### config.mk
export PLATFORM = sky130hd
export DESIGN_NAME = floppy_stepper_nibble_controller
export DESIGN_NICKNAME = d
export VERILOG_FILES = /design/src/fsnc_pkg.sv /design/src/floppy_stepper_nibble_controller.sv
export SDC_FILE = /design/constraint.sdc
export NUM_CORES = 1
export LEC_CHECK = 0
export ABC_AREA = 1
export BUFFER_PORTS_ARGS = -buffer_cell sky130_fd_sc_hd__buf_2
export CORE_MARGIN = 2
export CORE_UTILIZATION = 25
export DETAILED_ROUTE_END_ITERATION = 10
export GPL_ROUTABILITY_DRIVEN = 0
export PLACE_DENSITY = 0.41
export SYNTH_ARGS = -nofsm -noshare
export SYNTH_HDL_FRONTEND = slang
export SYNTH_SLANG_ARGS = --single-unit
export TNS_END_PERCENT = 50
### constraint.sdc
create_clock -name clk_i -period 5.8 [get_ports clk_i]
set_input_delay 1.16 -clock clk_i [delete_from_list [all_inputs] [get_ports clk_i]]
set_output_delay 1.16 -clock clk_i [all_outputs]
set_load 0.02 [all_outputs]
### src/fsnc_pkg.sv
package fsnc_pkg;

  localparam int unsigned MaxTrackLen     = 8192;
  localparam int unsigned MaxQuarterTrack = 139;

  localparam int unsigned QtW   = 8;
  localparam int unsigned NibW  = 13;
  localparam int unsigned LenW  = 14;
  localparam int unsigned CfgIdxW = 3;

  localparam logic [LenW-1:0] TRACK_LEN_RESET = LenW'(6656);
  localparam logic [LenW-1:0] TRACK_LEN_MAX   = LenW'(MaxTrackLen);
  localparam logic [QtW-1:0]  QT_MAX          = QtW'(MaxQuarterTrack);

  // Configuration register indexes.
  localparam logic [CfgIdxW-1:0] CFG_LOADED_A    = 3'd0;
  localparam logic [CfgIdxW-1:0] CFG_LOADED_B    = 3'd1;
  localparam logic [CfgIdxW-1:0] CFG_PROTECT_A   = 3'd2;
  localparam logic [CfgIdxW-1:0] CFG_PROTECT_B   = 3'd3;
  localparam logic [CfgIdxW-1:0] CFG_TRACK_LEN_A = 3'd4;
  localparam logic [CfgIdxW-1:0] CFG_TRACK_LEN_B = 3'd5;

  // Soft-switch codes.
  localparam logic [3:0] SW_PHASE_FIRST = 4'd0;
  localparam logic [3:0] SW_PHASE_LAST  = 4'd7;
  localparam logic [3:0] SW_MOTOR_OFF   = 4'd8;
  localparam logic [3:0] SW_MOTOR_ON    = 4'd9;
  localparam logic [3:0] SW_DRIVE_A     = 4'd10;
  localparam logic [3:0] SW_DRIVE_B     = 4'd11;
  localparam logic [3:0] SW_Q6L         = 4'd12;
  localparam logic [3:0] SW_Q6H         = 4'd13;
  localparam logic [3:0] SW_Q7L         = 4'd14;
  localparam logic [3:0] SW_Q7H         = 4'd15;

  localparam logic [7:0] PROTECT_SENSE = 8'h80;

  typedef struct packed {
    logic       func;
    logic [3:0] switch_index;
    logic [7:0] disk_nibble;
  } in_t;

  typedef struct packed {
    logic [7:0]      read_data;
    logic [QtW-1:0]  head_quarter_track;
    logic [5:0]      head_track;
    logic [NibW-1:0] head_nibble_index;
    logic            drive_selected;
    logic            motor_running;
    logic [3:0]      phase_bits;
  } out_t;

  // Magnet position for a phase mask; bit 3 set means no valid position.
  function automatic logic [3:0] mag_pos(input logic [3:0] mask);
    logic [3:0] pos;
    case (mask)
      4'd1:    pos = 4'd0;
      4'd2:    pos = 4'd2;
      4'd3:    pos = 4'd1;
      4'd4:    pos = 4'd4;
      4'd6:    pos = 4'd3;
      4'd8:    pos = 4'd6;
      4'd9:    pos = 4'd7;
      4'd12:   pos = 4'd5;
      default: pos = 4'd8;
    endcase
    return pos;
  endfunction

  // Head step for the distance from the current quarter-track phase to the
  // magnet, modulo eight; opposite magnets pull neither way.
  function automatic logic signed [2:0] step_delta(input logic [2:0] offset);
    logic signed [2:0] delta;
    case (offset)
      3'd1:    delta = 3'sd1;
      3'd2:    delta = 3'sd2;
      3'd3:    delta = 3'sd3;
      3'd5:    delta = -3'sd3;
      3'd6:    delta = -3'sd2;
      3'd7:    delta = -3'sd1;
      default: delta = 3'sd0;
    endcase
    return delta;
  endfunction

endpackage

### src/floppy_stepper_nibble_controller.sv
// Channel  Direction  Handshake              Payload
// in       input      in_valid_i/in_ready_o  in_data_i (in_t)
// out      output     out_valid_o/out_ready_i out_data_o (out_t)
// cfg      input      cfg_we_i               cfg_idx_i, cfg_wdata_i
//
// Each access passes from input transfer to result through the input register,
// then through the decode, step and nibble logic into the result register.
// One access is taken every cycle when the output drains.
// The next access sees the state left by the previous one.
// Reset clears all control state and sets both track lengths to 6656.
// A stalled output holds its result; the input register fills and then stalls.
module floppy_stepper_nibble_controller import fsnc_pkg::*; (
  input  logic               clk_i,
  input  logic               rst_ni,
  input  logic               in_valid_i,
  output logic               in_ready_o,
  input  in_t                in_data_i,
  output logic               out_valid_o,
  input  logic               out_ready_i,
  output out_t               out_data_o,
  input  logic               cfg_we_i,
  input  logic [CfgIdxW-1:0] cfg_idx_i,
  input  logic [LenW-1:0]    cfg_wdata_i
);

  // Configuration.
  logic            loaded_a_q, loaded_b_q, protect_a_q, protect_b_q;
  logic [LenW-1:0] len_a_q, len_b_q;

  // Pipeline.
  logic in_valid_q, out_valid_q, fire;
  in_t  in_q;
  out_t out_q, out_d;

  // Controller state.
  logic            sel_q, sel_d;
  logic            motor_q, motor_d;
  logic [3:0]      mask_q, mask_d;
  logic [7:0]      latch_q, latch_d;
  logic            q6_q, q6_d, q7_q, q7_d;
  logic [QtW-1:0]  qt_a_q, qt_a_d, qt_b_q, qt_b_d;
  logic [NibW-1:0] nib_a_q, nib_a_d, nib_b_q, nib_b_d;

  // Datapath.
  logic [3:0]        sw;
  logic [3:0]        pos;
  logic [QtW-1:0]    qt_cur, qt_step, qt_out;
  logic signed [2:0] delta;
  logic signed [9:0] qt_sum;
  logic [NibW-1:0]   nib_cur, nib_next;
  logic [LenW-1:0]   len_cur, len_eff, idx_inc;
  logic              loaded_cur, protect_cur, can_read;
  logic [3:0]        bit_sel;

  assign fire        = in_valid_q && (!out_valid_q || out_ready_i);
  assign in_ready_o  = !in_valid_q || fire;
  assign out_valid_o = out_valid_q;
  assign out_data_o  = out_q;

  always_ff @(posedge clk_i or negedge rst_ni) begin
    if (!rst_ni) begin
      loaded_a_q  <= 1'b0;
      loaded_b_q  <= 1'b0;
      protect_a_q <= 1'b0;
      protect_b_q <= 1'b0;
      len_a_q     <= TRACK_LEN_RESET;
      len_b_q     <= TRACK_LEN_RESET;
    end else if (cfg_we_i) begin
      unique case (cfg_idx_i)
        CFG_LOADED_A:    loaded_a_q  <= cfg_wdata_i[0];
        CFG_LOADED_B:    loaded_b_q  <= cfg_wdata_i[0];
        CFG_PROTECT_A:   protect_a_q <= cfg_wdata_i[0];
        CFG_PROTECT_B:   protect_b_q <= cfg_wdata_i[0];
        CFG_TRACK_LEN_A: len_a_q     <= cfg_wdata_i;
        CFG_TRACK_LEN_B: len_b_q     <= cfg_wdata_i;
        default: ;
      endcase
    end
  end

  assign sw          = in_q.switch_index;
  assign qt_cur      = sel_q ? qt_b_q : qt_a_q;
  assign nib_cur     = sel_q ? nib_b_q : nib_a_q;
  assign len_cur     = sel_q ? len_b_q : len_a_q;
  assign loaded_cur  = sel_q ? loaded_b_q : loaded_a_q;
  assign protect_cur = sel_q ? protect_b_q : protect_a_q;
  assign can_read    = loaded_cur && motor_q;

  // Phase mask after a phase switch; the head follows the new mask while the motor runs.
  always_comb begin
    bit_sel = 4'b0001 << sw[2:1];
    mask_d  = sw[0] ? (mask_q | bit_sel) : (mask_q & ~bit_sel);
  end

  always_comb begin
    pos     = mag_pos(mask_d);
    delta   = step_delta(pos[2:0] - qt_cur[2:0]);
    qt_sum  = $signed({2'b00, qt_cur}) + $signed({{7{delta[2]}}, delta});
    if (qt_sum[9]) begin
      qt_step = '0;
    end else if (qt_sum[8:0] > {1'b0, QT_MAX}) begin
      qt_step = QT_MAX;
    end else begin
      qt_step = qt_sum[7:0];
    end
  end

  // Track lengths beyond the buffer size act as the buffer size; a zero
  // length makes every read wrap to the start.
  always_comb begin
    len_eff  = (len_cur > TRACK_LEN_MAX) ? TRACK_LEN_MAX : len_cur;
    idx_inc  = {1'b0, nib_cur} + LenW'(1);
    nib_next = (idx_inc >= len_eff) ? '0 : idx_inc[NibW-1:0];
  end

  always_comb begin
    sel_d   = sel_q;
    motor_d = motor_q;
    latch_d = latch_q;
    q6_d    = q6_q;
    q7_d    = q7_q;
    qt_a_d  = qt_a_q;
    qt_b_d  = qt_b_q;
    nib_a_d = nib_a_q;
    nib_b_d = nib_b_q;
    unique case (sw) inside
      [SW_PHASE_FIRST:SW_PHASE_LAST]: begin
        if (motor_q && !pos[3]) begin
          if (sel_q) begin
            qt_b_d = qt_step;
          end else begin
            qt_a_d = qt_step;
          end
        end
      end
      SW_MOTOR_OFF: motor_d = 1'b0;
      SW_MOTOR_ON:  motor_d = 1'b1;
      SW_DRIVE_A:   sel_d   = 1'b0;
      SW_DRIVE_B:   sel_d   = 1'b1;
      SW_Q6L: begin
        q6_d = 1'b0;
        if (!q7_q) begin
          latch_d = can_read ? in_q.disk_nibble : 8'h00;
          if (can_read) begin
            if (sel_q) begin
              nib_b_d = nib_next;
            end else begin
              nib_a_d = nib_next;
            end
          end
        end
      end
      SW_Q6H: q6_d = 1'b1;
      SW_Q7L: q7_d = 1'b0;
      SW_Q7H: q7_d = 1'b1;
      default: ;
    endcase
  end

  always_comb begin
    qt_out = sel_d ? qt_b_d : qt_a_d;
    if (!sw[0]) begin
      out_d.read_data = latch_d;
    end else if (sw == SW_Q6H && !q7_d) begin
      out_d.read_data = protect_cur ? PROTECT_SENSE : 8'h00;
    end else begin
      out_d.read_data = 8'h00;
    end
    out_d.head_quarter_track = qt_out;
    out_d.head_track         = qt_out[7:2];
    out_d.head_nibble_index  = sel_d ? nib_b_d : nib_a_d;
    out_d.drive_selected     = sel_d;
    out_d.motor_running      = motor_d;
    out_d.phase_bits         = (sw <= SW_PHASE_LAST) ? mask_d : mask_q;
  end

  always_ff @(posedge clk_i or negedge rst_ni) begin
    if (!rst_ni) begin
      in_valid_q  <= 1'b0;
      out_valid_q <= 1'b0;
      sel_q       <= 1'b0;
      motor_q     <= 1'b0;
      mask_q      <= '0;
      latch_q     <= '0;
      q6_q        <= 1'b0;
      q7_q        <= 1'b0;
      qt_a_q      <= '0;
      qt_b_q      <= '0;
      nib_a_q     <= '0;
      nib_b_q     <= '0;
    end else begin
      if (in_ready_o) begin
        in_valid_q <= in_valid_i;
      end
      if (fire) begin
        out_valid_q <= 1'b1;
        sel_q       <= sel_d;
        motor_q     <= motor_d;
        mask_q      <= out_d.phase_bits;
        latch_q     <= latch_d;
        q6_q        <= q6_d;
        q7_q        <= q7_d;
        qt_a_q      <= qt_a_d;
        qt_b_q      <= qt_b_d;
        nib_a_q     <= nib_a_d;
        nib_b_q     <= nib_b_d;
      end else if (out_ready_i) begin
        out_valid_q <= 1'b0;
      end
    end
  end

  always_ff @(posedge clk_i) begin
    if (in_ready_o && in_valid_i) begin
      in_q <= in_data_i;
    end
    if (fire) begin
      out_q <= out_d;
    end
  end

`ifndef SYNTH
  a_qt_in_range: assert property (@(posedge clk_i) disable iff (!rst_ni)
    (qt_a_q <= QT_MAX) && (qt_b_q <= QT_MAX))
    else $error("quarter track left its range");

  a_motor_off_holds_head: assert property (@(posedge clk_i) disable iff (!rst_ni)
    (fire && !motor_q && sw <= SW_PHASE_LAST) |=>
      ($stable(qt_a_q) && $stable(qt_b_q)))
    else $error("head moved with the motor off");

  a_motor_off_switch: assert property (@(posedge clk_i) disable iff (!rst_ni)
    (fire && sw == SW_MOTOR_OFF) |=> (!motor_q && !out_data_o.motor_running))
    else $error("motor still running after motor-off access");

  a_stall_holds_input: assert property (@(posedge clk_i) disable iff (!rst_ni)
    (in_valid_q && !fire) |=> (in_valid_q && $stable(in_q)))
    else $error("pending access lost during output stall");
`endif

endmodule
# Word-level counts from Yosys, hierarchy flattened
# Memories as Yosys holds them, arrays and structs flattened.
# Cells that the tools add are included.
dict set report totals {
  regBits 144
  output_inout_bits 43
  inputBits 35
  rom_bits 64
  word_cells 117
  mem_count 1
}
# name words word_bits rd rd_clocked_by_memory_dff wr line_no
set memory_table {}
lappend memory_table {{(no name shown)} 16 4 1 0 0 fsnc_pkg.sv:56} ;# case (mask)
dict set report op_classes {
  bitwise_logic 3
  shifts 1
  eq_ne 19
  n_lt_le_gt_ge 5
  n_mux 39
  reduce_logical 20
  addsub 3
}
# op n
set op_table {}
lappend op_table {{$mux W13} 11}
lappend op_table {{$mux W8} 16}
lappend op_table {{$eq A4 B4 Y1 const B} 8}
lappend op_table {{$mux W14} 2}
lappend op_table {{$pmux W3 S6} 1}
lappend op_table {{$eq A3 B3 Y1 const B} 5}
lappend op_table {{$add A13 B1 Y14 const B} 1}
lappend op_table {{$ge A14 B14 Y1} 1}
lappend op_table {{$gt A14 B14 Y1 const B} 1}
lappend op_table {{$eq A3 B2 Y1 const B} 4}
lappend op_table {{$reduce_and A2 Y1} 6}
lappend op_table {{$add A9 B3 Y10} 1}
lappend op_table {{$gt A9 B8 Y1 const B} 1}
lappend op_table {{$mux W4} 2}
lappend op_table {{$eq A3 B1 Y1 const B} 2}
lappend op_table {{$logic_and A1 B1 Y1} 6}
lappend op_table {{$pmux W1 S2} 3}
lappend op_table {{$and A4 B4 Y4} 1}
lappend op_table {{$ge A4 B1 Y1 const B} 1}
lappend op_table {{$le A4 B3 Y1 const B} 1}
lappend op_table {{$logic_not A1 Y1} 4}
lappend op_table {{$mux W1} 4}
lappend op_table {{$not A4 Y4} 1}
lappend op_table {{$or A4 B4 Y4} 1}
lappend op_table {{5 further kinds} 6}

# Longest topological paths before layout
# Gate-level depths: netlist of run 1.
# An unclocked memory read counts as a cell.
dict set report depth {
  word_depth 16
  mapped_depth 31
  mapped_depth_nobuf 31
}

# Worst setup path before layout of run 1
# OpenSTA, ideal clock, no wires.
dict set report synth_path {
  path_kind {register to register}
  startpoint {register sel_q}
  endpoint {register out_q (netlist bit out_data_o[28]), data pin}
  path_slack_ps 1657
  required_ps 5546
  period_less_slack_ps 4143
  arrival_ps 3888
  stages_incl_launch_ff 27
  path_buffers 5
  setup_ps 254
  path_cell_list {dfrtp_1 > buf_6 > buf_6 > clkbuf_1 > clkbuf_1 > o21ai_0 > fa_1 > inv_1 > nand2_1 > nand2_1 > nand4_1 > nand3_2 > inv_2 > ha_1 > a21oi_1 > nand2_1 > nand4_1 > nand2_1 > a21oi_1 > inv_1 > nand2_2 > nand2_4 > buf_6 > nand2_1 > nand2_1 > nand3_1 > nand2_1}
}
# item line_no
set synth_rtl {}
lappend synth_rtl {{start: declaration} floppy_stepper_nibble_controller.sv:36} ;# logic sel_q, sel_d;
lappend synth_rtl {{start signal: assignment} floppy_stepper_nibble_controller.sv:197} ;# sel_q <= sel_d;
lappend synth_rtl {{end signal: assignment} floppy_stepper_nibble_controller.sv:218} ;# out_q <= out_d;
lappend synth_rtl {{end: declaration} floppy_stepper_nibble_controller.sv:33} ;# out_t out_q, out_d;

==> impl_metrics.ini, run 1 <==
[clock_tree]
cts.sinks = 138
cts_resized = 0
cts_tree = built
cts_buffer_depth = 2
clk_pin_slew_ps = 70
htree_levels = 4
holdBufCountCts = 0
clock_latency_ps = 430
clock-root-buffer = clkbuf_16
cts_made_buffers = 17
postCtsSetupBuffers = 0

[timing]
hold_violations = 0
min_period_ps = 4790
fin_worst_skew_ps = 12.1
fin_crit_sh_pct = 82.6
worstMarginPinSlew_ps = 865
fmax_ghz = 0.209
rsz0062_at_grt = false
setup_viol = 0
slew-limit-headroom_pct = 42.2
setup_tns_ps = 0
drv_slew = 0

[cells_and_area]
syn_to_final_growth_pct = 16.6
antennaDiodeCount = 0
utilization_pct = 29.4
drive_gt1_share_pct = 17.6
fin_nets = 1105
fillCellCount = 3393

[routing]
wl_um = 20500
drt_pass1_iterations = 5
vias_per_cell = 4.42
routed-via-count = 6451
drc = 0
wl_per_cell_um = 14.1
drt_iter0_drc = 375
ant_nets = 0

[global_routing]
overflow = 0
use_met1_pct = 17.6
antenna_found_initial = 0
use_met2_pct = 20.9
grt_pass1_wl_um = 33700
use_met3_pct = 2.91
grt_pass1_vias = 6376
track_usage_pct = 13.0
grt_start_max_net_pins = 68
grt-busiest-layer = met2

[yosys]
syn_area_per_cell_um2 = 8.04
synth_ff_type = dfrtp_1
synth_top_area_share_pct = 26.8
synth_area_leaders = dfrtp_1, edfxtp_1, nand2_1
ys_types = 46
yosys.area.top_type = dfrtp_1
ys.warnings.count = 0
netlist_instances = 986
synth-edff-count = 47
yosysMostFrequentCell = nand2_1
synth_common_cells = nand2_1, o21ai_0, dfrtp_1
yosysSeqAreaShare_pct = 46.7
ys_ff_latch = 138
synth_area_mm2 = 0.00792
synth_nets = 1047
async_reset_ff_share_pct = 65.9

[power_and_ir_drop]
power_density_mw_per_mm2 = 569
switchingPower_mw = 2.44
leakage_nw = 4.37
pwr-share-seq_pct = 27.5
clkPwrFrac_pct = 22.1
power.internal_mw = 2.82
switching_share_pct = 46.3
power_frac_comb_pct = 50.4
vdd_drop_max_v = 0.000252

[critical_path]
critPathKind = reg -> reg
worst_ep_required_time_ps = 6080
cp_max_fo = 15
endpoint_kind = register
cp.arrival_ps = 5070
crit_path_start_kind = register

[die]
core_mm2 = 0.0314
ios = 78
fp.dieH_um = 182
die_x_um = 182
rows = 65
start_util_pct = 25.2
die-area_mm2 = 0.0331

[placed_design]
numPortBuffers = 76
dp_hpwl_um = 14100

[status]
status = completed

[worst_hold_path]
hold_class = reg -> reg

[run]
max-cap-violations = 0
## cell families (layout without fill, tap and decap cells)
group | count (synthesis) | count (layout) | synth area share (%)
simple gates | 506 | 506 | 27.5
compound gates | 161 | 161 | 11.4
flops | 138 | 138 | 46.7
buf+inv | 135 | 206 | 7.60
fa+ha+maj | 26 | 26 | 4.30
xor+xnor | 11 | 11 | 1.41
mux | 9 | 9 | 1.14
## per-layer routing
layer / share of wire [%] / routed length, um / vias up
li1: - / - / 3344
met1: 51 / 10400 / 3004
met2: 45 / 9320 / 93
met3: 2.8 / 575 / 10
met4: 0.94 / 193 / 0
met5: 0 / 0 / -
## path summary, 6_finish.rpt
kind,start,depth (start not counted),slack [ps],endpoint
max,sw[0],25,1010,out_data_o[27]
min reg2reg,qt_a_q[1],2,480,qt_a_q[1]
min in group asynchronous,rst_ni,1,760,mask_q[0]
max in group asynchronous,rst_ni,2,3900,len_a_q[13]
min,qt_a_q[1],2,480,qt_a_q[1]
max reg2reg,sw[0],25,1010,out_data_o[27]
## per-stage QoR
stage	hold WS [ps]	cell area, um2	setup WS [ps]	power (mW)	cells
global placement	463	8620	1040	4.13	1427
global route	506	9240	466	5.75	1459
finish	479	9240	1010	5.26	1459
CTS	487	9240	985	5.34	1459
detailed placement	468	8620	1010	4.15	1427
floorplan	446	7920	1660	3.51	986
## power by group through the flow
| stage | sequential, mW | combinational, mW | clock, mW |
|---|---|---|---|
| CTS | 1.45 | 2.69 | 1.20 |
| finish | 1.45 | 2.65 | 1.16 |
| global route | 1.48 | 3.03 | 1.23 |
| floorplan | 1.49 | 2.01 | 0 |
| global placement | 1.47 | 2.67 | 0 |
| detailed placement | 1.47 | 2.68 | 0 |
## layout make-up
cell class / instances / area (um2) / area share (%)
clock inverters: 14 / 184 / 1.99
flip-flops and latches: 138 / 3700 / 40.0
repair buffers: 83 / 448 / 4.85
inverters: 91 / 347 / 3.75
clock buffers: 18 / 429 / 4.65
well taps: 402 / 503 / 5.44
multi-input cells: 713 / 3630 / 39.3
## worst max-delay path: stages (launching register included)
cell and delay (ps):
edfxtp_1 770, inv_2 140, o21ai_0 210, nand2_1 110, nand2_1 80, nand3_1 80, ha_1 280, fa_1 440
inv_1 90, nand2_1 50, nand2_1 80, nand4_1 110, nand3_2 140, inv_2 110, ha_1 380, a21oi_1 250
o21ai_0 120, a31oi_1 310, inv_1 100, nand2_1 80, nand2_1 80, nor2_4 190, nand4_1 140, nand2_1 130
nand2_1 50, nand2_1 120
## state kept, by name, indices dropped and copies added (netlist names)
name	flops
len_b_q	14
mask_q	4
protect_b_q	1
out_data_o	35
qt_b_q	8
protect_a_q	1
len_a_q	14
nib_b_q	13
loaded_b_q	1
sel_q	1
motor_q	1
in_valid_q	1
loaded_a_q	1
q7_q	1
qt_a_q	8
in_q	8
out_valid_o	1
latch_q	8
sw	4
nib_a_q	13
## placed cells by master, fill, tap and decap left out, types with 5 or more instances in the layout
cell,count
or2_2,6
inv_6,5
xor2_1,7
nand4_1,16
nor2_1,29
buf_4,7
edfxtp_1,47
nand3_1,43
nand2_2,16
mux2i_1,9
ha_1,24
inv_1,78
o21ai_0,90
nand2_1,370
inv_2,10
a21oi_1,18
o21ai_1,16
o21ai_2,13
a22oi_1,8
buf_2,75
dfrtp_1,85
a31oi_1,7
nor2_4,6
clkinv_4,5
dfstp_2,6
clkbuf_16,17
(Power assumes the default switching activity.)
==> run 2, diff against run 1 <==
- PLACE_DENSITY: 0.41 -> 0.43
- clock period: 5.8 -> 4.3 ns (I/O delays scaled with it)
==> impl_metrics.ini, run 2 (same netlist as run 1, synthesis figures left out) <==
[clock_tree]
htree_levels = 4
clk_pin_slew_ps = 70
cts_buffer_depth = 2
clock-root-buffer = clkbuf_16
cts_tree = built
holdBufCountCts = 0
cts_made_buffers = 17
cts.sinks = 138
clock_latency_ps = 430

[critical_path]
cp.arrival_ps = 4110
endpoint_kind = register
crit_top_cell = nand2_1
crit_path_start_kind = register
path_buf_inv = 4
slowest_delay_ps = 520
slowest_stage = edfxtp_1
worst_ep_required_time_ps = 4480
cp_max_fo = 8
cpLargestDelayFamily = simple AND/OR/NAND/NOR gates
critPathKind = reg -> reg

[global_routing]
overflow = 0
grt_pass1_wl_um = 33400
grt_pass1_vias = 6323
antenna_found_initial = 0
grt_start_max_net_pins = 67
track_usage_pct = 12.8

[cells_and_area]
largest_register_ffs = 35
syn_to_final_growth_pct = 20.3
regArea_mm2 = 0.00370
multi_input_comb_area_mm2 = 0.00377
fin_nets = 1130
drive_gt1_share_pct = 21.9
fillCellCount = 3404
final_area_mm2 = 0.00953
antennaDiodeCount = 0
layout_common_cells = nand2_1, o21ai_0, dfrtp_1, inv_1, buf_2
final_common_cell = nand2_1

[power_and_ir_drop]
pwr-share-seq_pct = 25.8
vdd_drop_max_v = 0.000399
power.internal_mw = 4.03
finalPower_mw = 7.51
leakage_nw = 4.47
clkPwrFrac_pct = 19.7
switchingPower_mw = 3.48
switching_share_pct = 46.3
power_frac_comb_pct = 54.6
power_density_mw_per_mm2 = 788

[die]
die_x_um = 182
rows = 65
die-area_mm2 = 0.0331
fp.dieH_um = 182
core_mm2 = 0.0314
start_util_pct = 25.2
ios = 78

[timing]
slew-limit-headroom_pct = 37.6
hold_violations = 0
fin_crit_sh_pct = 91.6
fmax_ghz = 0.254
setup_ws_ps = 361
setup_tns_ps = 0
worstMarginPinSlew_ps = 935
rsz0062_at_grt = false
drv_slew = 0
setup_viol = 0
fin_worst_skew_ps = 10.6
min_period_ps = 3940

[routing]
routed-via-count = 6511
drc = 0
ant_nets = 0
drt_pass1_iterations = 5
drt_iter0_drc = 389
vias_per_cell = 4.39
wl_um = 20400
wl_per_cell_um = 13.7

[run]
max-cap-violations = 0

[placed_design]
numPortBuffers = 76
placed_cell_area_mm2 = 0.00877
dpl_worst_slack_ps = 8.46
dp_hpwl_um = 14000

[worst_hold_path]
hold_class = reg -> reg

[status]
status = completed
## run 2: cell types whose count changed in the layout (fill, tap and decap cells not counted), moves of 5 or more
cell,change
nand2_2,+6
buf_4,+25
inv_6,+5
nand2_1,-6
ha_1,-7
ha_4,+5
## run 2: per-layer routing
layer  wire [um]  part of all wire, %  GRT usage [%]  up-vias
met5           0                    0              0        -
met4         242                  1.2           3.58        0
met3         654                  3.2           2.35       15
met2        9310                   46           20.7      101
met1       10100                   50           17.4     3000
li1            -                    -              -     3395
## run 2: worst min-delay path: cells and delay by family, from the launching register on
family	cells	cell delay [ps]
flip-flops	1	340
AND/OR/NAND/NOR	1	50
AO/OA/AOI/OAI	1	50
## run 2: what timing repair did
item,in CTS,in global routing
endpoints found under the setup margin,3,26
setup buffers,0,6
pin swaps,0,5
resized for setup,1,32
## run 2: area by class of cell
cell class | instances | share of cell area, %
Multi-Input combinational cell | 713 | 39.6
Sequential cell | 138 | 38.8
Timing Repair Buffer | 108 | 6.67
Tap cell | 402 | 5.28
Clock buffer | 17 | 4.46
Inverter | 91 | 3.69
Clock inverter | 15 | 1.59
## run 2: path summary, 6_finish.rpt
kind,startpoint,to,slack (ps),cells past startpoint
setup / recovery,sw[0],out_data_o[26],360,29
hold / removal,protect_a_q,protect_a_q,480,2
setup reg to reg,sw[0],out_data_o[26],360,29
hold reg to reg,protect_a_q,protect_a_q,480,2
max in group asynchronous,rst_ni,len_b_q[12],2740,2
min in group asynchronous,rst_ni,qt_a_q[5],510,1
## run 2: power groups by stage
stage | logic [mW] | registers (mW) | clock network [mW]
finish | 4.10 | 1.94 | 1.48
detailed placement | 3.81 | 1.96 | 0
global route | 4.63 | 1.98 | 1.58
CTS | 3.83 | 1.94 | 1.52
global placement | 3.81 | 1.96 | 0
floorplan | 2.72 | 2.01 | 0
## run 2: stage by stage
step           hold WS, ps  util [%]  std cells
2_1_floorplan          446         -        986
3_3_place_gp           462      27.9       1446
3_5_place_dp           465      27.9       1446
4_1_cts                484      29.8       1478
5_1_grt                509      30.4       1484
6_report               480      30.4       1484
